$ cat src/design/qfe_pkg.sv
// qfe_pkg: shared widths, register codes and control structs for the
// quadratic feature expansion block. No dependencies.
package qfe_pkg;

    localparam int unsigned QFE_MAX_FEATURES    = 1024;
    localparam int unsigned QFE_MAX_ROW_ENTRIES = 31;

    localparam int unsigned COL_W   = 10;
    localparam int unsigned VAL_W   = 16;
    localparam int unsigned OCOL_W  = 21;
    localparam int unsigned OVAL_W  = 32;
    localparam int unsigned FC_W    = 11;
    localparam int unsigned SCALE_W = 16;
    localparam int unsigned APB_AW  = 3;
    localparam int unsigned APB_DW  = 32;

    localparam logic [FC_W-1:0]    FC_RESET    = FC_W'(1024);
    localparam logic [SCALE_W-1:0] SCALE_RESET = SCALE_W'(32768);

    // register index, taken from paddr[2]
    localparam logic REG_FEATURE_COUNT = 1'b0;
    localparam logic REG_QUAD_SCALE    = 1'b1;

    typedef enum logic
    {
        OP_ORIG,
        OP_PROD
    } qfe_op_t;

    typedef struct packed
    {
        logic    capture;
        logic    wr_en;
        logic    issue;
        qfe_op_t op;
        logic    use_mem;
        logic    swap;
        logic    last;
        logic    row_done;
    } qfe_cmd_t;

    typedef struct packed
    {
        logic adv;
    } qfe_stat_t;

endpackage

$ cat src/design/qfe_if.sv
// qfe_if: valid/ready channel interfaces for input entries and result words.
// Depends on qfe_pkg for the field widths.
interface qfe_entry_if;
    logic                               valid;
    logic                               ready;
    logic [qfe_pkg::COL_W-1:0]          column;
    logic signed [qfe_pkg::VAL_W-1:0]   value;
    logic                               row_end;

    modport source (output valid, column, value, row_end, input ready);
    modport sink   (input valid, column, value, row_end, output ready);
endinterface

interface qfe_result_if;
    logic                               valid;
    logic                               ready;
    logic [qfe_pkg::OCOL_W-1:0]         out_column;
    logic signed [qfe_pkg::OVAL_W-1:0]  out_value;
    logic                               run_last;
    logic                               row_done;

    modport source (output valid, out_column, out_value, run_last, row_done, input ready);
    modport sink   (input valid, out_column, out_value, run_last, row_done, output ready);
endinterface

$ cat src/design/qfe_ctrl.sv
// qfe_ctrl: sequencer (uses qfe_pkg) that walks the stored entries of the
// row for each accepted entry, issuing one result op per unstalled cycle.
module qfe_ctrl #(
    parameter int unsigned MAX_ROW_ENTRIES = qfe_pkg::QFE_MAX_ROW_ENTRIES
) (
    input  logic                 clk,
    input  logic                 rst_n,
    input  logic                 entry_valid,
    input  logic                 entry_row_end,
    output logic                 entry_ready,
    input  qfe_pkg::qfe_stat_t   stat,
    output qfe_pkg::qfe_cmd_t    cmd,
    output logic [((MAX_ROW_ENTRIES > 1) ? $clog2(MAX_ROW_ENTRIES) : 1)-1:0] rd_addr,
    output logic [((MAX_ROW_ENTRIES > 1) ? $clog2(MAX_ROW_ENTRIES) : 1)-1:0] wr_addr
);
    import qfe_pkg::*;

    localparam int unsigned CW = $clog2(MAX_ROW_ENTRIES + 1);
    localparam int unsigned AW = (MAX_ROW_ENTRIES > 1) ? $clog2(MAX_ROW_ENTRIES) : 1;

    typedef enum logic [2:0]
    {
        S_IDLE,
        S_ORIG,
        S_PAIR,
        S_SWAP,
        S_SQUARE
    } state_t;

    state_t          state_reg, state_next;
    logic [CW-1:0]   count_reg, count_next;
    logic [CW-1:0]   k_reg, k_next;
    logic [CW-1:0]   e_reg, e_next;
    logic            full_reg, full_next;
    logic            row_end_reg, row_end_next;
    logic            accept;
    logic            count_full;

    assign entry_ready = (state_reg == S_IDLE);
    assign accept      = entry_ready && entry_valid;
    assign count_full  = (count_reg >= CW'(MAX_ROW_ENTRIES));
    assign rd_addr     = e_reg[AW-1:0];
    assign wr_addr     = count_reg[AW-1:0];

    always_comb
    begin
        cmd          = '0;
        cmd.op       = OP_ORIG;
        cmd.capture  = accept;
        cmd.wr_en    = accept && !entry_row_end && !count_full;
        case (state_reg)
            S_ORIG:
            begin
                cmd.issue = stat.adv;
                cmd.last  = full_reg;
            end
            S_PAIR:
            begin
                cmd.issue   = stat.adv;
                cmd.op      = OP_PROD;
                cmd.use_mem = 1'b1;
            end
            S_SWAP:
            begin
                cmd.issue   = stat.adv;
                cmd.op      = OP_PROD;
                cmd.use_mem = 1'b1;
                cmd.swap    = 1'b1;
            end
            S_SQUARE:
            begin
                cmd.issue = stat.adv;
                cmd.op    = OP_PROD;
                cmd.last  = 1'b1;
            end
            default:
            begin
                cmd.issue = 1'b0;
            end
        endcase
        cmd.row_done = cmd.last && row_end_reg;
    end

    always_comb
    begin
        state_next   = state_reg;
        count_next   = count_reg;
        k_next       = k_reg;
        e_next       = e_reg;
        full_next    = full_reg;
        row_end_next = row_end_reg;
        case (state_reg)
            S_IDLE:
            begin
                if (accept)
                begin
                    k_next       = count_reg;
                    full_next    = count_full;
                    row_end_next = entry_row_end;
                    e_next       = '0;
                    state_next   = S_ORIG;
                    if (entry_row_end)
                    begin
                        count_next = '0;
                    end
                    else if (!count_full)
                    begin
                        count_next = count_reg + CW'(1);
                    end
                end
            end
            S_ORIG:
            begin
                if (stat.adv)
                begin
                    if (full_reg)
                    begin
                        state_next = S_IDLE;
                    end
                    else if (k_reg == '0)
                    begin
                        state_next = S_SQUARE;
                    end
                    else
                    begin
                        state_next = S_PAIR;
                    end
                end
            end
            S_PAIR:
            begin
                if (stat.adv)
                begin
                    state_next = S_SWAP;
                end
            end
            S_SWAP:
            begin
                if (stat.adv)
                begin
                    if (e_reg == k_reg - CW'(1))
                    begin
                        state_next = S_SQUARE;
                    end
                    else
                    begin
                        e_next     = e_reg + CW'(1);
                        state_next = S_PAIR;
                    end
                end
            end
            S_SQUARE:
            begin
                if (stat.adv)
                begin
                    state_next = S_IDLE;
                end
            end
            default:
            begin
                state_next = S_IDLE;
            end
        endcase
    end

    always_ff @(posedge clk or negedge rst_n)
    begin
        if (!rst_n)
        begin
            state_reg   <= S_IDLE;
            count_reg   <= '0;
            k_reg       <= '0;
            e_reg       <= '0;
            full_reg    <= 1'b0;
            row_end_reg <= 1'b0;
        end
        else
        begin
            state_reg   <= state_next;
            count_reg   <= count_next;
            k_reg       <= k_next;
            e_reg       <= e_next;
            full_reg    <= full_next;
            row_end_reg <= row_end_next;
        end
    end

endmodule

$ cat src/design/qfe_dp.sv
// qfe_dp: entry store, product and column pipeline, and output register.
// Driven by qfe_ctrl commands; uses qfe_pkg.
module qfe_dp #(
    parameter int unsigned MAX_ROW_ENTRIES = qfe_pkg::QFE_MAX_ROW_ENTRIES
) (
    input  logic                                clk,
    input  logic                                rst_n,
    input  qfe_pkg::qfe_cmd_t                   cmd,
    output qfe_pkg::qfe_stat_t                  stat,
    input  logic [((MAX_ROW_ENTRIES > 1) ? $clog2(MAX_ROW_ENTRIES) : 1)-1:0] rd_addr,
    input  logic [((MAX_ROW_ENTRIES > 1) ? $clog2(MAX_ROW_ENTRIES) : 1)-1:0] wr_addr,
    input  logic [qfe_pkg::COL_W-1:0]           column,
    input  logic signed [qfe_pkg::VAL_W-1:0]    value,
    input  logic [qfe_pkg::FC_W-1:0]            feature_count,
    input  logic [qfe_pkg::SCALE_W-1:0]         quad_scale,
    output logic                                out_valid,
    input  logic                                out_ready,
    output logic [qfe_pkg::OCOL_W-1:0]          out_column,
    output logic signed [qfe_pkg::OVAL_W-1:0]   out_value,
    output logic                                run_last,
    output logic                                row_done
);
    import qfe_pkg::*;

    localparam int unsigned QW = FC_W + COL_W + 2;
    localparam int unsigned PW = OVAL_W + SCALE_W + 1;

    logic [COL_W-1:0]         mem_col [MAX_ROW_ENTRIES];
    logic signed [VAL_W-1:0]  mem_val [MAX_ROW_ENTRIES];

    logic                     adv;
    logic [FC_W-1:0]          n_reg, n_next;
    logic [COL_W-1:0]         cur_col_reg;
    logic signed [VAL_W-1:0]  cur_val_reg;
    logic [COL_W-1:0]         rd_col_reg;
    logic signed [VAL_W-1:0]  rd_val_reg;

    // stage 1: operands
    logic                     s1_valid_reg;
    qfe_op_t                  s1_op_reg;
    logic                     s1_use_mem_reg, s1_swap_reg, s1_last_reg, s1_done_reg;
    logic [COL_W-1:0]         s1_col_reg;
    logic signed [VAL_W-1:0]  s1_val_reg;

    // stage 2: raw product and column
    logic                     s2_valid_reg;
    qfe_op_t                  s2_op_reg;
    logic                     s2_last_reg, s2_done_reg;
    logic [OCOL_W-1:0]        s2_col_reg;
    logic signed [OVAL_W-1:0] s2_p_reg;

    // stage 3: scaled product
    logic                     s3_valid_reg;
    qfe_op_t                  s3_op_reg;
    logic                     s3_last_reg, s3_done_reg;
    logic [OCOL_W-1:0]        s3_col_reg;
    logic signed [OVAL_W-1:0] s3_p_reg;
    logic signed [PW-1:0]     s3_t_reg;

    logic                     out_valid_reg;
    logic [OCOL_W-1:0]        out_col_reg;
    logic signed [OVAL_W-1:0] out_val_reg;
    logic                     out_last_reg, out_done_reg;

    logic signed [VAL_W-1:0]  op_b;
    logic [COL_W-1:0]         col_i, col_j;
    logic [COL_W:0]           col_i1;
    logic [QW-1:0]            qcol;
    logic signed [OVAL_W-1:0] prod, orig_v;
    logic signed [PW-1:0]     t_comb, rnd, shifted;
    logic [PW-OVAL_W:0]       hi;
    logic signed [OVAL_W-1:0] sat_v;

    assign adv      = !out_valid_reg || out_ready;
    assign stat.adv = adv;

    always_comb
    begin
        if (feature_count == '0)
        begin
            n_next = FC_W'(1);
        end
        else if (32'(feature_count) > QFE_MAX_FEATURES)
        begin
            n_next = FC_W'(QFE_MAX_FEATURES);
        end
        else
        begin
            n_next = feature_count;
        end
    end

    // entry store, one write and one registered read port
    always_ff @(posedge clk)
    begin
        if (cmd.wr_en)
        begin
            mem_col[wr_addr] <= column;
            mem_val[wr_addr] <= value;
        end
        if (adv && cmd.issue)
        begin
            rd_col_reg <= mem_col[rd_addr];
            rd_val_reg <= mem_val[rd_addr];
        end
    end

    always_comb
    begin
        op_b   = s1_use_mem_reg ? rd_val_reg : s1_val_reg;
        col_i  = s1_swap_reg ? rd_col_reg : s1_col_reg;
        col_j  = s1_swap_reg ? s1_col_reg : (s1_use_mem_reg ? rd_col_reg : s1_col_reg);
        col_i1 = {1'b0, col_i} + (COL_W+1)'(1);
        qcol   = QW'(n_reg) * QW'(col_i1) + QW'(col_j);
        prod   = OVAL_W'(s1_val_reg) * OVAL_W'(op_b);
        orig_v = {{(OVAL_W-VAL_W-12){s1_val_reg[VAL_W-1]}}, s1_val_reg, 12'b0};
    end

    assign t_comb = PW'(s2_p_reg) * PW'($signed({1'b0, quad_scale}));

    // round half up, then saturate to the output range
    always_comb
    begin
        rnd     = s3_t_reg + PW'(16384);
        shifted = rnd >>> 15;
        hi      = shifted[PW-1:OVAL_W-1];
        if ((&hi) || !(|hi))
        begin
            sat_v = shifted[OVAL_W-1:0];
        end
        else if (shifted[PW-1])
        begin
            sat_v = {1'b1, {(OVAL_W-1){1'b0}}};
        end
        else
        begin
            sat_v = {1'b0, {(OVAL_W-1){1'b1}}};
        end
    end

    always_ff @(posedge clk or negedge rst_n)
    begin
        if (!rst_n)
        begin
            s1_valid_reg  <= 1'b0;
            s2_valid_reg  <= 1'b0;
            s3_valid_reg  <= 1'b0;
            out_valid_reg <= 1'b0;
        end
        else if (adv)
        begin
            s1_valid_reg  <= cmd.issue;
            s2_valid_reg  <= s1_valid_reg;
            s3_valid_reg  <= s2_valid_reg;
            out_valid_reg <= s3_valid_reg;
        end
    end

    always_ff @(posedge clk)
    begin
        n_reg <= n_next;
        if (cmd.capture)
        begin
            cur_col_reg <= column;
            cur_val_reg <= value;
        end
        if (adv)
        begin
            s1_op_reg      <= cmd.op;
            s1_use_mem_reg <= cmd.use_mem;
            s1_swap_reg    <= cmd.swap;
            s1_last_reg    <= cmd.last;
            s1_done_reg    <= cmd.row_done;
            s1_col_reg     <= cur_col_reg;
            s1_val_reg     <= cur_val_reg;

            s2_op_reg      <= s1_op_reg;
            s2_last_reg    <= s1_last_reg;
            s2_done_reg    <= s1_done_reg;
            s2_col_reg     <= (s1_op_reg == OP_ORIG) ? OCOL_W'(s1_col_reg) : qcol[OCOL_W-1:0];
            s2_p_reg       <= (s1_op_reg == OP_ORIG) ? orig_v : prod;

            s3_op_reg      <= s2_op_reg;
            s3_last_reg    <= s2_last_reg;
            s3_done_reg    <= s2_done_reg;
            s3_col_reg     <= s2_col_reg;
            s3_p_reg       <= s2_p_reg;
            s3_t_reg       <= t_comb;

            out_col_reg    <= s3_col_reg;
            out_val_reg    <= (s3_op_reg == OP_ORIG) ? s3_p_reg : sat_v;
            out_last_reg   <= s3_last_reg;
            out_done_reg   <= s3_done_reg;
        end
    end

    assign out_valid  = out_valid_reg;
    assign out_column = out_col_reg;
    assign out_value  = out_val_reg;
    assign run_last   = out_last_reg;
    assign row_done   = out_done_reg;

endmodule

$ cat src/design/quadratic_feature_expansion_core.sv
// Degree-2 feature expansion of sparse rows. An entry (column, value) with k
// earlier entries stored for its row yields 2k+2 result words: the entry
// itself, the products with each stored entry in both orders, then its
// square; with the row store full it yields the entry alone. One result word
// leaves per cycle while the sink takes them; the sequencer walks the
// 31-entry row store through its single read port and accepts no new entry
// until the last word of an entry is issued. Words pass stage 1, stage 2,
// stage 3 and the output register. Products are scaled by quad_scale
// (unsigned Q1.15), rounded half up and saturated to Q8.24. The row store
// needs no clearing after reset. Uses qfe_pkg, qfe_if, qfe_ctrl and qfe_dp.
module quadratic_feature_expansion_core #(
    parameter int unsigned MAX_ROW_ENTRIES = qfe_pkg::QFE_MAX_ROW_ENTRIES
) (
    input  logic                          clk,
    input  logic                          rst_n,
    qfe_entry_if.sink                     entry,
    qfe_result_if.source                  result,
    input  logic                          psel,
    input  logic                          penable,
    input  logic                          pwrite,
    input  logic [qfe_pkg::APB_AW-1:0]    paddr,
    input  logic [qfe_pkg::APB_DW-1:0]    pwdata,
    output logic [qfe_pkg::APB_DW-1:0]    prdata,
    output logic                          pready
);
    import qfe_pkg::*;

    localparam int unsigned AW = (MAX_ROW_ENTRIES > 1) ? $clog2(MAX_ROW_ENTRIES) : 1;

    logic [FC_W-1:0]    fc_reg;
    logic [SCALE_W-1:0] scale_reg;
    logic               cfg_we;
    qfe_cmd_t           cmd;
    qfe_stat_t          stat;
    logic [AW-1:0]      rd_addr, wr_addr;

    assign pready = 1'b1;
    assign cfg_we = psel && penable && pwrite;

    always_ff @(posedge clk or negedge rst_n)
    begin
        if (!rst_n)
        begin
            fc_reg    <= FC_RESET;
            scale_reg <= SCALE_RESET;
        end
        else if (cfg_we)
        begin
            case (paddr[2])
                REG_FEATURE_COUNT: fc_reg    <= pwdata[FC_W-1:0];
                REG_QUAD_SCALE:    scale_reg <= pwdata[SCALE_W-1:0];
                default:           fc_reg    <= fc_reg;
            endcase
        end
    end

    always_comb
    begin
        case (paddr[2])
            REG_FEATURE_COUNT: prdata = APB_DW'(fc_reg);
            REG_QUAD_SCALE:    prdata = APB_DW'(scale_reg);
            default:           prdata = '0;
        endcase
    end

    qfe_ctrl #(
        .MAX_ROW_ENTRIES (MAX_ROW_ENTRIES)
    ) u_ctrl (
        .clk           (clk),
        .rst_n         (rst_n),
        .entry_valid   (entry.valid),
        .entry_row_end (entry.row_end),
        .entry_ready   (entry.ready),
        .stat          (stat),
        .cmd           (cmd),
        .rd_addr       (rd_addr),
        .wr_addr       (wr_addr)
    );

    qfe_dp #(
        .MAX_ROW_ENTRIES (MAX_ROW_ENTRIES)
    ) u_dp (
        .clk           (clk),
        .rst_n         (rst_n),
        .cmd           (cmd),
        .stat          (stat),
        .rd_addr       (rd_addr),
        .wr_addr       (wr_addr),
        .column        (entry.column),
        .value         (entry.value),
        .feature_count (fc_reg),
        .quad_scale    (scale_reg),
        .out_valid     (result.valid),
        .out_ready     (result.ready),
        .out_column    (result.out_column),
        .out_value     (result.out_value),
        .run_last      (result.run_last),
        .row_done      (result.row_done)
    );

endmodule

$ cat src/flat_wrapper.sv
// flat-port wrapper written by rule: the top's interface ports become plain ports
module quadratic_feature_expansion_core_flat import qfe_pkg::*;
#(
    parameter int unsigned MAX_ROW_ENTRIES = qfe_pkg::QFE_MAX_ROW_ENTRIES
)
  (clk, rst_n, psel, penable, pwrite, paddr, pwdata, prdata, pready, entry_valid, entry_column, entry_value, entry_row_end, entry_ready, result_valid, result_out_column, result_out_value, result_run_last, result_row_done, result_ready);
  qfe_entry_if entry_i ();
  qfe_result_if result_i ();
  input  logic clk;
  input  logic rst_n;
  input  logic psel;
  input  logic penable;
  input  logic pwrite;
  input  logic [qfe_pkg::APB_AW-1:0] paddr;
  input  logic [qfe_pkg::APB_DW-1:0] pwdata;
  output logic [qfe_pkg::APB_DW-1:0] prdata;
  output logic pready;
  input wire logic [$bits(entry_i.valid)-1:0] entry_valid;
  input wire logic [$bits(entry_i.column)-1:0] entry_column;
  input wire logic [$bits(entry_i.value)-1:0] entry_value;
  input wire logic [$bits(entry_i.row_end)-1:0] entry_row_end;
  output wire logic [$bits(entry_i.ready)-1:0] entry_ready;
  output wire logic [$bits(result_i.valid)-1:0] result_valid;
  output wire logic [$bits(result_i.out_column)-1:0] result_out_column;
  output wire logic [$bits(result_i.out_value)-1:0] result_out_value;
  output wire logic [$bits(result_i.run_last)-1:0] result_run_last;
  output wire logic [$bits(result_i.row_done)-1:0] result_row_done;
  input wire logic [$bits(result_i.ready)-1:0] result_ready;
  assign entry_i.valid = entry_valid;
  assign entry_i.column = entry_column;
  assign entry_i.value = entry_value;
  assign entry_i.row_end = entry_row_end;
  assign entry_ready = entry_i.ready;
  assign result_valid = result_i.valid;
  assign result_out_column = result_i.out_column;
  assign result_out_value = result_i.out_value;
  assign result_run_last = result_i.run_last;
  assign result_row_done = result_i.row_done;
  assign result_i.ready = result_ready;
  quadratic_feature_expansion_core #(.MAX_ROW_ENTRIES(MAX_ROW_ENTRIES)) u_core (.clk(clk), .rst_n(rst_n), .entry(entry_i), .result(result_i), .psel(psel), .penable(penable), .pwrite(pwrite), .paddr(paddr), .pwdata(pwdata), .prdata(prdata), .pready(pready));
endmodule
$ cat config.mk
export PLATFORM = sky130hd
export DESIGN_NAME = quadratic_feature_expansion_core_flat
export DESIGN_NICKNAME = d
export VERILOG_FILES = /design/src/design/qfe_pkg.sv /design/src/design/qfe_if.sv /design/src/design/qfe_ctrl.sv /design/src/design/qfe_dp.sv /design/src/design/quadratic_feature_expansion_core.sv /design/src/flat_wrapper.sv
export SDC_FILE = /design/constraint.sdc
export NUM_CORES = 2
export LEC_CHECK = 0
export ABC_AREA = 0
export BUFFER_PORTS_ARGS = -buffer_cell sky130_fd_sc_hd__buf_2
export CAP_MARGIN = 20
export CORE_MARGIN = 8
export CORE_UTILIZATION = 54
export CTS_CLUSTER_SIZE = 14
export DETAILED_ROUTE_END_ITERATION = 16
export PLACE_DENSITY = 0.7
export SLEW_MARGIN = 0
export SYNTH_ARGS = -nofsm -noshare
export SYNTH_HDL_FRONTEND = slang
export SYNTH_SLANG_ARGS = --single-unit
$ cat constraint.sdc
create_clock -name clk -period 14.15 [get_ports clk]
set_clock_uncertainty 0.15 [all_clocks]
set_input_delay 2.1225 -clock clk [delete_from_list [all_inputs] [get_ports clk]]
set_output_delay 2.1225 -clock clk [all_outputs]
set_load 0.01 [all_outputs]
### Word-level counts from Yosys, hierarchy flattened

Memory sizes are Yosys's and may differ from the RTL's. A register that Yosys moved wholly into a read port is not among the register bits.
Cells that the tools add are included.

* $add $sub $neg: 6
* multipliers: 3
* divide/modulo/power cells: 0
* order comparisons: 2
* eq/ne operators: 12
* shifts and indexed selects: 0
* mux-type cells: 33
* bitwise logic cells: 1
* reductions and logical operators: 29

Operators by type and width (count)
* 2-to-1 mux 32 bit: 4
* case mux 32 bit (2 select lines): 1
* adder 49 x 16 -> 49 bit (second input constant): 1
* multiplier 32 x 17 -> 49 bit: 1
* 2-to-1 mux 10 bit: 4
* multiplier 16 x 16 -> 32 bit: 1
* 2-to-1 mux 5 bit: 5
* 2-to-1 mux 3 bit: 8
* adder 21 x 10 -> 21 bit: 1
* multiplier 11 x 11 -> 21 bit: 1
* 2-to-1 mux 16 bit: 1
* case mux 3 bit (5 select lines): 1
* != test 2 bit (second input constant): 6
* adder 10 x 1 -> 11 bit (second input constant): 1
* greater-than comparator 11 bit (second input constant): 1
* zero test 11 bit: 1
* 2-to-1 mux 11 bit: 1
* adder 5 x 1 -> 5 bit (second input constant): 2
* case mux 5 bit (2 select lines): 1
* logical AND 1 bit: 7
* == test 3 x 2 -> 1 bit (second input constant): 2
* 2-to-1 mux 1 bit: 6
* AND reduction 2 bit: 3
* AND reduction 3 bit: 2
* other kinds (18): 24

* register bits after elaboration: 335
* latch bits: 0
* bits in writable memories: 806
* ROM bits: 0
* memories kept: 2

Memories
* u_core.u_dp.mem_val: depth 31, bits a word 16, rd ports 1, clocked after memory_dff 1, wr ports 1, line qfe_dp.sv:29 `logic signed [VAL_W-1:0] mem_val [MAX_ROW_ENTRIES];`
* u_core.u_dp.mem_col: depth 31, bits a word 10, rd ports 1, clocked after memory_dff 1, wr ports 1, line qfe_dp.sv:28 `logic [COL_W-1:0] mem_col [MAX_ROW_ENTRIES];`

### Depth between registers and ports, before layout

* word-level depth: 6
* depth in mapped cells: 29
* gate-level depth less buffers: 26

### Hierarchy

A second synthesis with hierarchy kept.

* cell total of the unflattened synthesis: 5668
* area total of the unflattened synthesis: 75912.8 um^2

By module, submodules not included
* qfe_dp: times used 1, cells an instance 5435, area each 73255.3 um^2
* quadratic_feature_expansion_core: times used 1, cells an instance 95, area each 1397.6 um^2
* qfe_ctrl: times used 1, cells an instance 138, area each 1260.0 um^2

### Worst setup path before layout

OpenSTA, ideal clock, no wires.

* kind: input-to-reg
* start: input port result_ready
* end: register u_core.u_dp.out_col_reg[0] (netlist: u_core.u_dp.out_column[0]), enable pin
* library setup time: 2.030 ns
* arrival time: 6.820 ns
* required time: 11.970 ns
* path slack: 5.151 ns
* stages: 3
* cells stage by stage: nor2b_1 clkbuf_1 clkinv_1

* longest elaborated chain between the ends: 1

Ends and longest elaborated chain
* start: declaration: line flat_wrapper.sv:28 `input wire logic [$bits(result_i.ready)-1:0] result_ready;`
* logical OR 1 bit: line qfe_dp.sv:74 `assign adv = !out_valid_reg || out_ready;`
* via u_core.stat: line quadratic_feature_expansion_core.sv:34 `qfe_stat_t stat;`
* end signal: assignment: line qfe_dp.sv:190 `out_col_reg <= s3_col_reg;`
* end: declaration: line qfe_dp.sv:61 `logic [OCOL_W-1:0] out_col_reg;`

The timed path passes the listed nets, and every way through them passes these cells.
A chain may end at the register's enable or synchronous reset.

### Final worst setup path

* start: register u_core.u_dp.s1_swap_reg
* end: register u_core.u_dp.s2_col_reg[20], data pin

* longest elaborated chain between the ends: 4
* elaborated cells between the ends (all ways): 5
* classes of those cells: add/sub (2); mul (1); mux (2)

Ends and longest elaborated chain
* start: declaration: line qfe_dp.sv:41 `logic s1_use_mem_reg, s1_swap_reg, s1_last_reg, s1_done_reg;`
* start signal: assignment: line qfe_dp.sv:171 `s1_swap_reg <= cmd.swap;`
* 2-to-1 mux 10 bit: line qfe_dp.sv:111 `col_i = s1_swap_reg ? rd_col_reg : s1_col_reg;`
* adder 10 x 1 -> 11 bit: line qfe_dp.sv:113 `col_i1 = {1'b0, col_i} + (COL_W+1)'(1);`
* multiplier 11 x 11 -> 21 bit: line qfe_dp.sv:114 `qcol = QW'(n_reg) * QW'(col_i1) + QW'(col_j);`
* adder 21 x 10 -> 21 bit *: line qfe_dp.sv:114
* end signal: assignment: line qfe_dp.sv:180 `s2_col_reg <= (s1_op_reg == OP_ORIG) ? OCOL_W'(s1_col_reg) : qcol[OCOL_W-1:0];`
* end: declaration: line qfe_dp.sv:49 `logic [OCOL_W-1:0] s2_col_reg;`

Mark *: on every way between the ends. The rest lies on a longest branch, timed or not.

==> metrics.txt <==
outcome completed; final core occ 0.590; CTS root buffer clkbuf_16; Avg Cell Area, Syn 13.3 sq um; Setup TNS 0 ns; first drt pass iteration count 7; GR Util All Layers 0.215; H-tree levels 3; Max-Cap Viols 0; Nets 6918; RSZ-0062 raised after global routing false; multiplexer share of the synthesized area 0.0899; average wire per standard cell 21.2 um; CTS Buf Count 109; via/cell ratio 5.54; Tmin final 8.38 ns; #FFs+latches synth 1153; IO Port Bufs 123; sequential share of the synthesized area 0.453; global-route wire length before repair 257 mm; initial antenna violation count 9; antenna-violating nets left 0; DP Wirelength 114 mm; Cell Rows 137; I/O pin total 159; pins over their slew limit 0; largest net degree at the start of global routing 88; Placer Congestion 0.863; slew margin rel. 0.223; Compound-Gate Fraction of Synth Area 0.0292; synthesis-to-layout area growth 8.72%; number of synthesis warnings 0; vias in the first global route 45.9k; worst-path fanout max 25; Hold Crit Class reg2reg; Mapped Cells 5687; Most used DFF post-synth edfxtp_1; Post-Route WL 163 mm; period utilisation layout 0.592; final setup fails 0; critical path required time 14.42 ns; GRT overflow 0; Hold Vio Cnt, Final 0; main combinational cell family by area after synthesis adder cells; DR vias 42.8k; crit path launch type flop; CTS resizes 0; clock tree buffer depth 3; TritonCTS Sinks 1153; Finished Cell Area 82300 sq um; Hold-fix buffers, CTS 0; synth unique cells 81; core area 139000 sq um; chip width 390 um; Post-synth EDFFs 1091; crit end category flop; Largest register FFs 496; crit path DAT 8.64 ns; XOR/XNOR Fraction of Synth Area 0.0161; fraction of layout cells with a size suffix above 1 0.126; DR DRC count 0; kind of critical path reg2reg; initial core utilization 0.543; die height 390 um; Worst-Margin Slew 1.16 ns; clock slew seen by the registers of the worst setup and hold paths 0.07 ns; Cell Area, Synth 75700 sq um; initial DRC count 3146; Post-synth ARST share 0.0442; Simple-Gate Fraction of Synth Area 0.0817; post-CTS setup buffer count 0; DP Area 78600 sq um; fmax 119 MHz; die area 152000 sq um; TritonCTS clock tree built; Synth Area in Adders 0.266; worst-skew pair later-pin latency 0.75 ns
placed cells by master (no fill, tap or decap), types with 15 or more instances in the layout:
cell and n:
clkbuf_16 109, nand2_1 628, nor2_1 117, dfrtp_1 41, o21ai_0 74, nor2_4 31
and3_1 19, buf_4 55, mux4_2 234, and2_1 294, mux2_2 96, inv_1 1021
ha_1 265, xor2_1 53, a21o_1 31, clkbuf_1 26, conb_1 17, nand3_1 29
o21a_1 19, clkinv_1 31, o22ai_1 33, buf_16 15, edfxtp_1 1091, nor2b_1 92
fa_1 838, nand2b_1 18, mux2i_1 42, nor3_1 17, nand4_1 16, buf_2 123
a21oi_1 76, xnor2_1 86
final timing paths:
| kind | endpoint | depth (start not counted) | start | slack (ns) |
|---|---|---|---|---|
| max | u_core.u_dp.s2_col_reg[20]$_SDFFCE_PN0P_ | 26 | u_core.u_dp.s1_swap_reg$_DFFE_PP_ | 5.77 |
| min | u_core.u_dp.s1_val_reg[0]$_DFFE_PP_ | 0 | u_core.u_dp.cur_val_reg[0]$_DFFE_PP_ | 0.21 |
| max reg2reg | u_core.u_dp.s2_col_reg[20]$_SDFFCE_PN0P_ | 26 | u_core.u_dp.s1_swap_reg$_DFFE_PP_ | 5.77 |
| min reg2reg | u_core.u_dp.s1_val_reg[0]$_DFFE_PP_ | 0 | u_core.u_dp.cur_val_reg[0]$_DFFE_PP_ | 0.21 |
| max in group asynchronous | u_core.scale_reg[1]$_DFFE_PN0P_ | 2 | rst_n | 11.85 |
| min in group asynchronous | u_core.u_ctrl.rd_addr[4]$_DFFE_PN0P_ | 2 | rst_n | 1.40 |
cells by family after synthesis:
kind of cell,count (synthesis)
AO/OA/AOI/OAI,329
XOR/XNOR,139
flip-flops,1153
AND/OR/NAND/NOR,1301
multiplexers,375
buffers and inverters,1285
adder cells (fa/ha/maj),1103
other,2
stage by stage:
step	std cells	hold WS (ns)	setup WS (ns)
4_1_cts	7707	0.214	5.72
3_5_place_dp	7504	0.255	5.80
3_3_place_gp	7494	0.251	5.91
5_1_grt	7714	0.208	5.25
6_report	7715	0.211	5.77
2_1_floorplan	5702	0.250	5.15
cells in the mapped netlist, types with 29 or more instances:
cell      number  share of area
ha_1         265          0.044
a21oi_1       76         0.0050
o21ai_0       74         0.0049
xor2_1        53         0.0061
a21o_1        31         0.0031
clkbuf_1     216          0.011
o22ai_1       33         0.0027
nand2_1      628          0.031
edfxtp_1    1091           0.43
inv_1       1021          0.051
and2_1       294          0.024
fa_1         838           0.22
mux4_2       234          0.070
mux2_2        96          0.014
dfrtp_1       49          0.016
xnor2_1       86          0.010
nand3_1       29         0.0019
nor2_1       148         0.0073
mux2i_1       45         0.0060
nor2b_1       92         0.0076
per-layer routing:
layer / vias to the layer above / routed length (um) / track usage
met5: - / 28 / 0
met4: 4 / 4210 / 0.0580
met3: 289 / 8740 / 0.0290
met2: 1319 / 84600 / 0.385
met1: 22200 / 65700 / 0.277
li1: 18900 / - / -
worst max-delay path: stages (launching register included):
cell and delay (ns):
edfxtp_1 0.88, mux2i_1 0.26, buf_4 0.23, inv_1 0.06, ha_1 0.22, o21ai_0 0.17
nor2_1 0.13, nand2_1 0.13, xor2_1 0.74, nand2_1 0.19, fa_1 0.53, fa_1 0.49
inv_1 0.05, fa_1 0.40, fa_1 0.52, inv_1 0.05, fa_1 0.47, inv_1 0.04
ha_1 0.33, a21o_1 0.20, a21o_1 0.17, a21o_1 0.21, a211o_1 0.30, a2111oi_0 0.60
o31ai_1 0.19, xnor2_1 0.26, nor2_1 0.06
area by class of cell:
type,instances,area [sq um]
Sequential cell,1153,34300
Antenna cell,1,2.50
Fill cell,10700,57100
Tap cell,1876,2350
Inverter,1024,3850
Clock inverter,68,686
Timing Repair Buffer,194,1460
Multi-Input combinational cell,3264,36800
Clock buffer,135,2830
Power is left out: the tool's default activity adds up to more than one toggle a clock period on the data nets, which glitch-free logic cannot reach.
